`src/design/atm_pkg.sv`:
```
// Shared constants and types of the anchored template matcher.
`timescale 1ns / 1ps
`default_nettype none
package atm_pkg;

  localparam int TEMPLATE_DEPTH = 64;
  localparam int MAX_GROUPS     = 8;
  localparam int POSITION_BITS  = 16;
  localparam int REPORT_LIMIT   = 8;

  localparam int ADDR_BITS  = (TEMPLATE_DEPTH > 1) ? $clog2(TEMPLATE_DEPTH) : 1;
  localparam int PTR_BITS   = $clog2(TEMPLATE_DEPTH + 1);
  localparam int GROUP_BITS = (MAX_GROUPS > 1) ? $clog2(MAX_GROUPS) : 1;
  localparam int GROUP_LIMIT = (MAX_GROUPS < REPORT_LIMIT) ? MAX_GROUPS : REPORT_LIMIT;

  localparam int KIND_BITS    = 3;
  localparam int OPERAND_BITS = 8;
  localparam int ENTRY_BITS   = KIND_BITS + OPERAND_BITS;
  localparam int LEN_BITS     = 7;
  localparam int CNT_BITS     = 4;
  localparam int CFG_BITS     = 7;
  localparam int GNUM_BITS    = 3;
  localparam int OUT_POS_BITS = 16;

  localparam int IN_DATA_BITS  = 32;
  localparam int OUT_DATA_BITS = 40;

  typedef logic [ADDR_BITS-1:0]     addr_t;
  typedef logic [PTR_BITS-1:0]      ptr_t;
  typedef logic [POSITION_BITS-1:0] pos_t;
  typedef logic [GROUP_BITS-1:0]    gidx_t;
  typedef logic [KIND_BITS-1:0]     kind_t;
  typedef logic [OPERAND_BITS-1:0]  operand_t;
  typedef logic [OUT_POS_BITS-1:0]  out_pos_t;
  typedef logic [GNUM_BITS-1:0]     gnum_t;
  typedef logic [CNT_BITS-1:0]      cnt_t;

  localparam logic [1:0] ACT_LOAD  = 2'd0;
  localparam logic [1:0] ACT_START = 2'd1;
  localparam logic [1:0] ACT_BYTE  = 2'd2;
  localparam logic [1:0] ACT_END   = 2'd3;

  localparam kind_t KIND_LITERAL = 3'd0;
  localparam kind_t KIND_ANY     = 3'd1;
  localparam kind_t KIND_DIGIT   = 3'd2;
  localparam kind_t KIND_END     = 3'd3;
  localparam kind_t KIND_OPEN    = 3'd4;
  localparam kind_t KIND_CLOSE   = 3'd5;

  localparam logic REG_PATTERN_LENGTH = 1'b0;
  localparam logic REG_CAPTURE_COUNT  = 1'b1;

  localparam logic [1:0] PH_IDLE = 2'd0;
  localparam logic [1:0] PH_RUN  = 2'd1;
  localparam logic [1:0] PH_FAIL = 2'd2;

  localparam operand_t DIGIT_LO = 8'h30;
  localparam operand_t DIGIT_HI = 8'h39;

endpackage
`default_nettype wire

```
`src/design/atm_ram.sv`:
```
// Generic single-write, single-read RAM with registered read data.
`timescale 1ns / 1ps
`default_nettype none
module atm_ram #(
  parameter int WIDTH = 8,
  parameter int DEPTH = 16
) (
  input  wire logic                                   clk,
  input  wire logic                                   we,
  input  wire logic [((DEPTH > 1) ? $clog2(DEPTH) : 1)-1:0] waddr,
  input  wire logic [WIDTH-1:0]                       wdata,
  input  wire logic [((DEPTH > 1) ? $clog2(DEPTH) : 1)-1:0] raddr,
  output logic      [WIDTH-1:0]                       rdata
);

  logic [WIDTH-1:0] mem [DEPTH];

  always_ff @(posedge clk) begin
    if (we) begin
      mem[waddr] <= wdata;
    end
    rdata <= mem[raddr];
  end

endmodule
`default_nettype wire

```
`src/design/anchored_template_matcher.sv`:
```
// Top level of the anchored template matcher.
`timescale 1ns / 1ps
`default_nettype none
// Anchored, non-backtracking matcher of a byte stream against a compiled template
// held in a 64-entry store. Load, start and ignored items are handled in the idle
// state. A source byte or an end of source that meets a live template is scanned
// one template entry at a time: each capture entry stepped through, each end entry
// passed at end of source, and the entry that tests the byte or fails. The template
// store has registered read data and is read once per entry visited. A verdict is
// then followed by its results (failure: one, success: max(1, capture groups capped
// at eight)), each loaded as the output register frees. A new item is taken while
// the last result still waits.
module anchored_template_matcher (
  input  wire logic        clk,
  input  wire logic        rst_n,
  input  wire logic        cfg_we,
  input  wire logic        cfg_index,
  input  wire logic [6:0]  cfg_data,
  input  wire logic        in_tvalid,
  output logic             in_tready,
  // entry_slot[5:0], entry_kind[8:6], entry_operand[16:9], source_byte[24:17], zero
  input  wire logic [31:0] in_tdata,
  // action[1:0]
  input  wire logic [1:0]  in_tuser,
  output logic             out_tvalid,
  input  wire logic        out_tready,
  // group_number[2:0], group_begin[18:3], group_end[34:19], group_valid[35], zero
  output logic [39:0]      out_tdata,
  // matched
  output logic             out_tuser,
  output logic             out_tlast
);

  localparam logic [1:0] ST_IDLE   = 2'd0;
  localparam logic [1:0] ST_SCAN   = 2'd1;
  localparam logic [1:0] ST_REPORT = 2'd2;

  localparam logic [1:0] REP_FAIL   = 2'd0;
  localparam logic [1:0] REP_NONE   = 2'd1;
  localparam logic [1:0] REP_GROUPS = 2'd2;

  logic [atm_pkg::LEN_BITS-1:0] pat_len_r;
  atm_pkg::cnt_t                cap_cnt_r;

  logic [1:0]      state_r, state_nxt;
  logic [1:0]      phase_r, phase_nxt;
  logic            mode_end_r, mode_end_nxt;
  atm_pkg::ptr_t   ptr_r, ptr_nxt;
  atm_pkg::pos_t   pos_r, pos_nxt;
  atm_pkg::operand_t byte_r, byte_nxt;
  logic [1:0]      rep_mode_r, rep_mode_nxt;
  atm_pkg::gidx_t  rep_k_r, rep_k_nxt;

  logic [atm_pkg::MAX_GROUPS-1:0] beg_vld_r, beg_vld_nxt;
  logic [atm_pkg::MAX_GROUPS-1:0] end_vld_r, end_vld_nxt;
  atm_pkg::pos_t  beg_pos_r [atm_pkg::MAX_GROUPS];
  atm_pkg::pos_t  end_pos_r [atm_pkg::MAX_GROUPS];
  logic           rec_we;
  logic           rec_open;
  atm_pkg::gidx_t rec_idx;

  logic                           out_vld_r, out_vld_nxt;
  logic                           out_load;
  logic [atm_pkg::OUT_DATA_BITS-1:0] out_data_r, out_data_nxt;
  logic                           out_match_r, out_match_nxt;
  logic                           out_last_r, out_last_nxt;

  logic [atm_pkg::ENTRY_BITS-1:0] rd_data;
  atm_pkg::addr_t                 rd_addr;
  logic                           ld_we;

  logic              in_xfer;
  logic [1:0]        act;
  logic [5:0]        in_slot;
  atm_pkg::kind_t    in_kind;
  atm_pkg::operand_t in_opnd;
  atm_pkg::operand_t in_byte;

  atm_pkg::ptr_t     used_len;
  atm_pkg::ptr_t     ptr_inc;
  atm_pkg::pos_t     pos_adv;
  atm_pkg::kind_t    e_kind;
  atm_pkg::operand_t e_opnd;
  logic              e_cap;
  logic              byte_ok;
  atm_pkg::cnt_t     rep_n;
  logic              rep_last;
  atm_pkg::pos_t     rep_beg;
  atm_pkg::pos_t     rep_end;
  logic              out_free;

  assign act     = in_tuser;
  assign in_slot = in_tdata[5:0];
  assign in_kind = in_tdata[8:6];
  assign in_opnd = in_tdata[16:9];
  assign in_byte = in_tdata[24:17];

  assign in_tready = (state_r == ST_IDLE);
  assign in_xfer   = in_tvalid && in_tready;

  assign used_len = (32'(pat_len_r) > atm_pkg::TEMPLATE_DEPTH) ?
                    atm_pkg::ptr_t'(atm_pkg::TEMPLATE_DEPTH) :
                    atm_pkg::ptr_t'(pat_len_r);
  assign ptr_inc  = ptr_r + atm_pkg::ptr_t'(1);
  assign pos_adv  = (pos_r != '1) ? pos_r + atm_pkg::pos_t'(1) : pos_r;

  assign ld_we   = in_xfer && (act == atm_pkg::ACT_LOAD) &&
                   (32'(in_slot) < atm_pkg::TEMPLATE_DEPTH);
  assign rd_addr = atm_pkg::addr_t'((state_r == ST_SCAN) ? ptr_inc : ptr_r);

  atm_ram #(
    .WIDTH (atm_pkg::ENTRY_BITS),
    .DEPTH (atm_pkg::TEMPLATE_DEPTH)
  ) u_store (
    .clk   (clk),
    .we    (ld_we),
    .waddr (atm_pkg::addr_t'(in_slot)),
    .wdata ({in_kind, in_opnd}),
    .raddr (rd_addr),
    .rdata (rd_data)
  );

  assign e_kind  = rd_data[atm_pkg::ENTRY_BITS-1:atm_pkg::OPERAND_BITS];
  assign e_opnd  = rd_data[atm_pkg::OPERAND_BITS-1:0];
  assign e_cap   = (e_kind == atm_pkg::KIND_OPEN) || (e_kind == atm_pkg::KIND_CLOSE);

  always_comb begin
    byte_ok = 1'b0;
    unique case (e_kind)
      atm_pkg::KIND_LITERAL: byte_ok = (byte_r == e_opnd);
      atm_pkg::KIND_ANY:     byte_ok = 1'b1;
      atm_pkg::KIND_DIGIT:   byte_ok = (byte_r >= atm_pkg::DIGIT_LO) &&
                                       (byte_r <= atm_pkg::DIGIT_HI);
      default:               byte_ok = 1'b0;
    endcase
  end

  assign rep_n    = (32'(cap_cnt_r) > atm_pkg::GROUP_LIMIT) ?
                    atm_pkg::cnt_t'(atm_pkg::GROUP_LIMIT) : cap_cnt_r;
  assign rep_last = (atm_pkg::cnt_t'(rep_k_r) + atm_pkg::cnt_t'(1)) == rep_n;
  assign rep_beg  = beg_vld_r[rep_k_r] ? beg_pos_r[rep_k_r] : '0;
  assign rep_end  = end_vld_r[rep_k_r] ? end_pos_r[rep_k_r] : '0;
  assign out_free = !out_vld_r || out_tready;

  always_comb begin
    state_nxt    = state_r;
    phase_nxt    = phase_r;
    mode_end_nxt = mode_end_r;
    ptr_nxt      = ptr_r;
    pos_nxt      = pos_r;
    byte_nxt     = byte_r;
    rep_mode_nxt = rep_mode_r;
    rep_k_nxt    = rep_k_r;
    beg_vld_nxt  = beg_vld_r;
    end_vld_nxt  = end_vld_r;
    rec_we       = 1'b0;
    rec_open     = (e_kind == atm_pkg::KIND_OPEN);
    rec_idx      = atm_pkg::gidx_t'(e_opnd);
    out_load     = 1'b0;
    out_match_nxt = out_match_r;
    out_last_nxt  = out_last_r;
    out_data_nxt  = out_data_r;

    unique case (state_r)
      ST_IDLE: begin
        if (in_xfer) begin
          unique case (act)
            atm_pkg::ACT_LOAD: ;
            atm_pkg::ACT_START: begin
              ptr_nxt     = '0;
              pos_nxt     = '0;
              beg_vld_nxt = '0;
              end_vld_nxt = '0;
              phase_nxt   = atm_pkg::PH_RUN;
            end
            atm_pkg::ACT_BYTE: begin
              if (phase_r == atm_pkg::PH_RUN && ptr_r < used_len) begin
                byte_nxt     = in_byte;
                mode_end_nxt = 1'b0;
                state_nxt    = ST_SCAN;
              end else if (phase_r != atm_pkg::PH_IDLE) begin
                pos_nxt = pos_adv;
              end
            end
            atm_pkg::ACT_END: begin
              if (phase_r == atm_pkg::PH_RUN && ptr_r < used_len) begin
                mode_end_nxt = 1'b1;
                state_nxt    = ST_SCAN;
              end else if (phase_r != atm_pkg::PH_IDLE) begin
                phase_nxt    = atm_pkg::PH_IDLE;
                rep_k_nxt    = '0;
                state_nxt    = ST_REPORT;
                rep_mode_nxt = (phase_r == atm_pkg::PH_FAIL) ? REP_FAIL :
                               (rep_n == '0) ? REP_NONE : REP_GROUPS;
              end
            end
            default: ;
          endcase
        end
      end
      ST_SCAN: begin
        if (e_cap || (mode_end_r && e_kind == atm_pkg::KIND_END)) begin
          rec_we  = e_cap && (32'(e_opnd) < atm_pkg::MAX_GROUPS);
          if (rec_we && rec_open) begin
            beg_vld_nxt[rec_idx] = 1'b1;
          end
          if (rec_we && !rec_open) begin
            end_vld_nxt[rec_idx] = 1'b1;
          end
          ptr_nxt = ptr_inc;
          if (ptr_inc >= used_len) begin
            if (mode_end_r) begin
              phase_nxt    = atm_pkg::PH_IDLE;
              rep_k_nxt    = '0;
              rep_mode_nxt = (rep_n == '0) ? REP_NONE : REP_GROUPS;
              state_nxt    = ST_REPORT;
            end else begin
              pos_nxt   = pos_adv;
              state_nxt = ST_IDLE;
            end
          end
        end else if (!mode_end_r) begin
          if (byte_ok) begin
            ptr_nxt = ptr_inc;
          end else begin
            phase_nxt = atm_pkg::PH_FAIL;
          end
          pos_nxt   = pos_adv;
          state_nxt = ST_IDLE;
        end else begin
          phase_nxt    = atm_pkg::PH_IDLE;
          rep_k_nxt    = '0;
          rep_mode_nxt = REP_FAIL;
          state_nxt    = ST_REPORT;
        end
      end
      ST_REPORT: begin
        if (out_free) begin
          out_load = 1'b1;
          unique case (rep_mode_r)
            REP_FAIL: begin
              out_match_nxt = 1'b0;
              out_last_nxt  = 1'b1;
              out_data_nxt  = '0;
              state_nxt     = ST_IDLE;
            end
            REP_NONE: begin
              out_match_nxt = 1'b1;
              out_last_nxt  = 1'b1;
              out_data_nxt  = '0;
              state_nxt     = ST_IDLE;
            end
            default: begin
              out_match_nxt = 1'b1;
              out_last_nxt  = rep_last;
              out_data_nxt  = {4'b0000,
                               beg_vld_r[rep_k_r] && end_vld_r[rep_k_r],
                               atm_pkg::out_pos_t'(rep_end),
                               atm_pkg::out_pos_t'(rep_beg),
                               atm_pkg::gnum_t'(rep_k_r)};
              rep_k_nxt     = rep_k_r + atm_pkg::gidx_t'(1);
              if (rep_last) begin
                state_nxt = ST_IDLE;
              end
            end
          endcase
        end
      end
      default: state_nxt = ST_IDLE;
    endcase

    out_vld_nxt = out_load || (out_vld_r && !out_tready);
  end

  always_ff @(posedge clk) begin
    if (!rst_n) begin
      pat_len_r <= '0;
      cap_cnt_r <= '0;
      state_r   <= ST_IDLE;
      phase_r   <= atm_pkg::PH_IDLE;
      ptr_r     <= '0;
      pos_r     <= '0;
      beg_vld_r <= '0;
      end_vld_r <= '0;
      out_vld_r <= 1'b0;
    end else begin
      if (cfg_we && cfg_index == atm_pkg::REG_PATTERN_LENGTH) begin
        pat_len_r <= cfg_data[atm_pkg::LEN_BITS-1:0];
      end
      if (cfg_we && cfg_index == atm_pkg::REG_CAPTURE_COUNT) begin
        cap_cnt_r <= cfg_data[atm_pkg::CNT_BITS-1:0];
      end
      state_r   <= state_nxt;
      phase_r   <= phase_nxt;
      ptr_r     <= ptr_nxt;
      pos_r     <= pos_nxt;
      beg_vld_r <= beg_vld_nxt;
      end_vld_r <= end_vld_nxt;
      out_vld_r <= out_vld_nxt;
    end
  end

  always_ff @(posedge clk) begin
    mode_end_r  <= mode_end_nxt;
    byte_r      <= byte_nxt;
    rep_mode_r  <= rep_mode_nxt;
    rep_k_r     <= rep_k_nxt;
    out_match_r <= out_match_nxt;
    out_last_r  <= out_last_nxt;
    out_data_r  <= out_data_nxt;
    if (rec_we && rec_open) begin
      beg_pos_r[rec_idx] <= pos_r;
    end
    if (rec_we && !rec_open) begin
      end_pos_r[rec_idx] <= pos_r;
    end
  end

  assign out_tvalid = out_vld_r;
  assign out_tdata  = out_data_r;
  assign out_tuser  = out_match_r;
  assign out_tlast  = out_last_r;

endmodule
`default_nettype wire

```
`config.mk`:
```
export PLATFORM = sky130hd
export DESIGN_NAME = anchored_template_matcher
export DESIGN_NICKNAME = d
export VERILOG_FILES = /design/src/design/atm_pkg.sv /design/src/design/atm_ram.sv /design/src/design/anchored_template_matcher.sv
export SDC_FILE = /design/constraint.sdc
export NUM_CORES = 1
export LEC_CHECK = 0
export ABC_AREA = 1
export BUFFER_PORTS_ARGS = -buffer_cell sky130_fd_sc_hd__buf_4
export CAP_MARGIN = 20
export CORE_MARGIN = 2
export CORE_UTILIZATION = 45
export DETAILED_ROUTE_END_ITERATION = 7
export GPL_TIMING_DRIVEN = 0
export PLACE_DENSITY_LB_ADDON = 0.05
export SYNTH_ARGS = -nofsm -noshare
export SYNTH_HDL_FRONTEND = slang
export SYNTH_SLANG_ARGS = --single-unit
```
`constraint.sdc`:
```
create_clock -name clk -period 3.8 [get_ports clk]
set_input_delay 0.57 -clock clk [delete_from_list [all_inputs] [get_ports clk]]
set_output_delay 0.57 -clock clk [all_outputs]
set_load 0.05 [all_outputs]
```
# == Word level (Yosys, flattened, before mapping) ==
# Memories as Yosys holds them, arrays and structs flattened. A register that Yosys moved wholly into a read port is not among the register bits.
# Cells that the tools add are included.
# word_totals
mem_count,3
ram_bits,960
elab_cells,218
in_bits,47
reg_bits,79
# memory_table
name,words,word_bits,rd,rd_ports_with_merged_regs,wr,line_no,text
u_store.mem,64,11,1,1,1,atm_ram.sv:16,logic [WIDTH-1:0] mem [DEPTH];
beg_pos_r,8,16,1,1,1,anchored_template_matcher.sv:56,atm_pkg::pos_t beg_pos_r [atm_pkg::MAX_GROUPS];
end_pos_r,8,16,1,1,1,anchored_template_matcher.sv:57,atm_pkg::pos_t end_pos_r [atm_pkg::MAX_GROUPS];
# op_classes
bitwise,5
order_cmp,10
n_reduce_logical,45
mux,89
n_eq_ne,45
addsub,4
# ops
op,count
two-way mux 16 bit,7
case mux 16 bit (2 select lines),2
two-way mux 2 bit,27
two-way mux 8 bit,6
two-way mux 7 bit,6
case mux 8 bit (2 select lines),2
two-way mux 3 bit,9
inequality test 3 bit (second input constant),9
AND reduction 8 bit,3
AND reduction 5 bit,4
adder 16 x 1 -> 16 bit (second input constant),1
two-way mux 1 bit,16
inequality test 16 bit (second input constant),1
bitwise OR 8 bit,2
case mux 2 bit (2 select lines),4
logical AND 1 bit,15
inequality test 2 x 1 -> 1 bit (second input constant),7
case mux 7 bit (2 select lines),1
inequality test 3 x 2 -> 1 bit (second input constant),4
inequality test 2 bit (second input constant),5
inequality test 3 x 1 -> 1 bit (second input constant),3
case mux 3 bit (3 select lines),1
== test 2 x 1 -> 1 bit (second input constant),4
== test 2 bit (second input constant),4
other kinds (39),55

# == Longest topological paths before layout ==
# depth
depth_word,10
mapped_depth,19

# == Modules after synthesis ==
# From an unflattened synthesis, not the netlist that was laid out.
# hier_totals
cells_unflattened,3959
area_unflattened_um2,44472.7
# by_module_without_submodules
mod,area_each_um2,cells_per_inst,instances
atm_ram,28882.7,2463,1
anchored_template_matcher,15590.0,1496,1

# == Worst setup path after synthesis ==
# No wires, ideal clock.
# synth_timing
kind,register to register
start,register state_r[1]
end,register out_data_r (netlist bit out_tdata[0]) (enable)
arrival_ns,2.295
required_time_ns,3.367
path_buffers,0
path_stages_with_launch,5
setup_slack_ns,1.071
setup_time_ns,0.433
path_cell_list,dfxtp_1 > inv_2 > nor2_1 > inv_1 > nor2_1
# synth_via
elab_chain_len,2
# synth_rtl
element,line_no,text
start: declaration,anchored_template_matcher.sv:45,"logic [1:0] state_r, state_nxt;"
start signal: assignment,anchored_template_matcher.sv:293,state_r <= state_nxt;
== test 2 bit,anchored_template_matcher.sv:164,unique case (state_r)
AND reduction 2 bit (no line),-,
end signal: assignment,anchored_template_matcher.sv:310,out_data_r <= out_data_nxt;
end: declaration,anchored_template_matcher.sv:64,"logic [atm_pkg::OUT_DATA_BITS-1:0] out_data_r, out_data_nxt;"
# Every way passes these cells.
# A chain may end at the register's enable or synchronous reset.

# == Worst setup path after layout ==
# layout_timing
start,register state_r[1]
end,"register u_store.rdata[10], read port of u_store.mem"
# layout_via
elab_chain_len,2
# layout_rtl
element,line_no,text
== test 2 x 1 -> 1 bit,anchored_template_matcher.sv:109,assign rd_addr = atm_pkg::addr_t'((state_r == ST_SCAN) ? ptr_inc : ptr_r);
two-way mux 6 bit,anchored_template_matcher.sv:109,
end: declaration,atm_ram.sv:13,output logic [WIDTH-1:0] rdata
# Every way passes these cells.

==> run_results.csv <==
group,metric,value,unit
grt,grt_start_max_net_pins,65,
yosys,post-synth-top-count-cell,"edfxtp_1",
clock_network,clock_tree.buffer_depth,3,
sta,final.period_utilization,97.2,%
clock_network,cts-hold-fix-buffers,0,
power,peakVddDrop,0.382,mV
routing,routed_via_density,5.55,
yosys,yosysUniqueCellTypes,36,
yosys,synth.cell_area,44200,µm²
floorplan,die_height,318,µm
cells_and_area,diodes,0,
power,power.share.combinational,15.4,%
cells_and_area,area.growth.synth_to_final,15.4,%
clock_network,ctsRootBufferMaster,"clkbuf_16",
yosys,netlist.top_cell.by_area,"edfxtp_1",
sta,clock-skew-final,0.0303,ns
yosys,synth_warnings,0,
place,place_congestion,0.870,
yosys,syn_area_per_cell,11.5,µm²
worst_hold_path,hp-class,"in -> reg",
yosys,synth_top_area_share,68.7,%
routing,wire_per_inst,24.8,µm
worst_hold_path,whs_path_depth,1,
outcome,run_status,"completed",
yosys,synth.yosys.seq_area_share,71.7,%
sta,finalSetupViolCount,0,
worst_setup_path,critPathArrivalTime,4.30,ns
power,power.density_cell_area,570,nW/µm²
grt,first_global_vias,29100,
grt,grt_first_pass_wirelength,198,mm
sta,worst_slew_pin_slew,1.11,ns
worst_setup_path,worst-endpoint-required,4.40,ns
floorplan,floorplan.rows,115,
cells_and_area,final_nets,4170,
grt,number_of_antenna_violations_at_the_first_check_in_global_routing,1,
sta,grt_setup_unrepaired,"true",
sta,report.final.hold_viol_count,0,
floorplan,die_area,101000,µm²
yosys,flip_flop_and_latch_count_after_synthesis,1078,
power,p_clk_share,38.6,%
sta,post-route-min-period,3.69,ns
sta,timing.final.max_slew_violations,0,
clock_network,cts_tree,"yes",
clock_network,clock_latency,0.70,ns
cells_and_area,fin_cells,5486,
yosys,synthesis.instances,3845,
yosys,async_flop_share,0,%
worst_setup_path,critPathMaxFanout,10,
sta,slew-limit-headroom,25.8,%
clock_network,cts_resized,13,
power,switchingPower,8.12,mW
routing,detailroute.via_count,30500,
clock_network,cts_setup_buffers,0,
worst_setup_path,r2r.worst_path.cells,15,
yosys,synth_area_leaders,"edfxtp_1 (69%), nand2_1 (8.1%), nand3_1 (6.1%)",
clock_network,tritoncts.num_buffers,115,
routing,drt_pass1_iterations,5,
routing,drt-total-wl,136,mm
power,power.switching_fraction,27.9,%
yosys,top_cells_by_instance_count_after_synthesis,"edfxtp_1 (1,012), nand2_1 (950), nand3_1 (540)",
yosys,synth_edf_count,1012,
clock_network,clkTransAtPathRegs,0.06,ns
sta,final.setup.tns,0,ns
cells_and_area,final_layout_size_suffix_gt1_share,10.7,%
power,leakage,18.0,nW
floorplan,core_region_area,98000,µm²
worst_setup_path,worst_setup_path_end_kind,"register",
routing,route.antenna.remaining_nets,0,
floorplan,i_o_pins,91,
place,dp.final_hpwl,91.1,mm
cells_and_area,filler_cell_count,8704,
yosys,primary_flip_flop_cell_chosen_by_synthesis_mapping,"edfxtp_1",
place,number_of_placed_cells_counting_well_taps,5271,
worst_setup_path,startpoint_type,"register",
cells_and_area,finalCoreUtilization,52.1,%
run,maxCapViolations,0,
grt,grt.total_usage,26.7,%
routing,dr.first_iter.drc_count,3222,
floorplan,die_x,318,µm
place,portbufs,79,
sta,fmax,271,MHz
power,seq_power_share,45.9,%
worst_setup_path,setup.worst_path.class,"reg -> reg",
clock_network,cts.htree.levels,3,
floorplan,initial_core_util,45.2,%
power,int_power,21.0,mW
routing,remaining_drc_errors,0,
grt,overflow,0,
clock_network,cts_sinks,1078,
## routing by layer
metal / global-route usage, % / share of wire [%] / vias to the layer above
met2: 45.9 / 50 / 1086
met5: 0 / 0 / -
li1: - / - / 14200
met3: 3.34 / 5.9 / 252
met1: 35.0 / 41 / 14900
met4: 9.58 / 3.8 / 0
## logic make-up after synthesis
| kind of cell | count (synthesis) | synth area share [%] |
|---|---|---|
| AOI/OAI and AO/OA | 332 | 4.00 |
| other | 1 | 0.00848 |
| xor gates and xnor gates | 14 | 0.277 |
| and+or+nand+nor | 2027 | 20.0 |
| DFF | 1078 | 71.7 |
| adders and majority gates | 18 | 0.509 |
| buffers and inverters | 375 | 3.56 |
## worst max-delay path, cell delays in order (launching register included)
cell and delay [ns]:
dfxtp_1 0.39, inv_2 0.07, nand2_1 0.12, inv_1 0.11, buf_2 0.22, ha_1 0.37, buf_2 0.32, buf_2 0.42
clkbuf_2 0.38, nand2_1 0.08, nand3_1 0.11, nand3_1 0.13, nand3_1 0.28, nand3_1 0.18, nand3_1 0.17, and2_1 0.21
## metrics by stage
step           instance area [µm²]  power [mW]  hold slack (ns)  worst slack [ns]
3_3_place_gp                 46500        18.0            0.434            -0.495
6_report                     51000        29.1           0.0915             0.106
4_1_cts                      51000        29.2           0.0441            0.0161
2_1_floorplan                44300        16.2            0.427              1.07
5_1_grt                      51000        30.1           0.0531          -0.00692
3_5_place_dp                 47200        18.1            0.437            -0.293
## sequential cells by signal, summed over array words and instances (netlist names), 2 cells and up
signal	cells
out_tdata	36
byte_r	8
ptr_r	7
beg_vld_r	8
cap_cnt_r	4
pat_len_r	7
pos_r	16
phase_r	2
beg_pos_r	128
end_vld_r	8
end_pos_r	128
rep_mode_r	2
state_r	2
u_store.mem	704
u_store.rdata	11
rep_k_r	3
## placed cells by master, fill, tap and decap left out, drive strengths merged, types with 4 or more instances in the layout
cell type,synthesis,routed
nand2,954,954
xnor2,4,4
nor2,310,310
nand4,187,187
and2,12,12
nand3,540,540
nor3,19,19
edfxtp,1012,1012
ha,18,18
buf,80,221
a21oi,75,75
clkbuf,156,299
bufinv,0,14
o21ai,183,183
inv,136,137
conb,1,4
clkinv,3,52
o22ai,66,66
dfxtp,66,66
xor2,10,10
## final cells by class
cell class | count | area, µm² | area share [%]
inverter | 139 | 522 | 1.02
buffer | 236 | 1080 | 2.12
timing repair buffer | 140 | 1310 | 2.57
multi-input combinational | 2395 | 11100 | 21.7
clock inverter | 67 | 674 | 1.32
sequential | 1078 | 31700 | 62.1
clock buffer | 144 | 3070 | 6.01
tap | 1287 | 1610 | 3.15
## power groups by stage
stage / Clock (mW) / Combinational (mW) / Sequential [mW]
finish: 11.2 / 4.50 / 13.4
global route: 11.8 / 4.87 / 13.4
CTS: 11.4 / 4.49 / 13.4
detailed placement: 0 / 4.47 / 13.6
global placement: 0 / 4.42 / 13.6
floorplan: 0 / 2.45 / 13.7
## final timing paths
check / slack [ns] / startpoint / to
setup / recovery: 0.11 / state_r[1] / u_store.rdata[10]
hold / removal: 0.09 / in_tdata[17] / byte_r[0]
setup reg to reg: 0.11 / state_r[1] / u_store.rdata[10]
hold reg to reg: 0.44 / end_vld_r[0] / end_vld_r[0]
(Power assumes the default switching activity.)
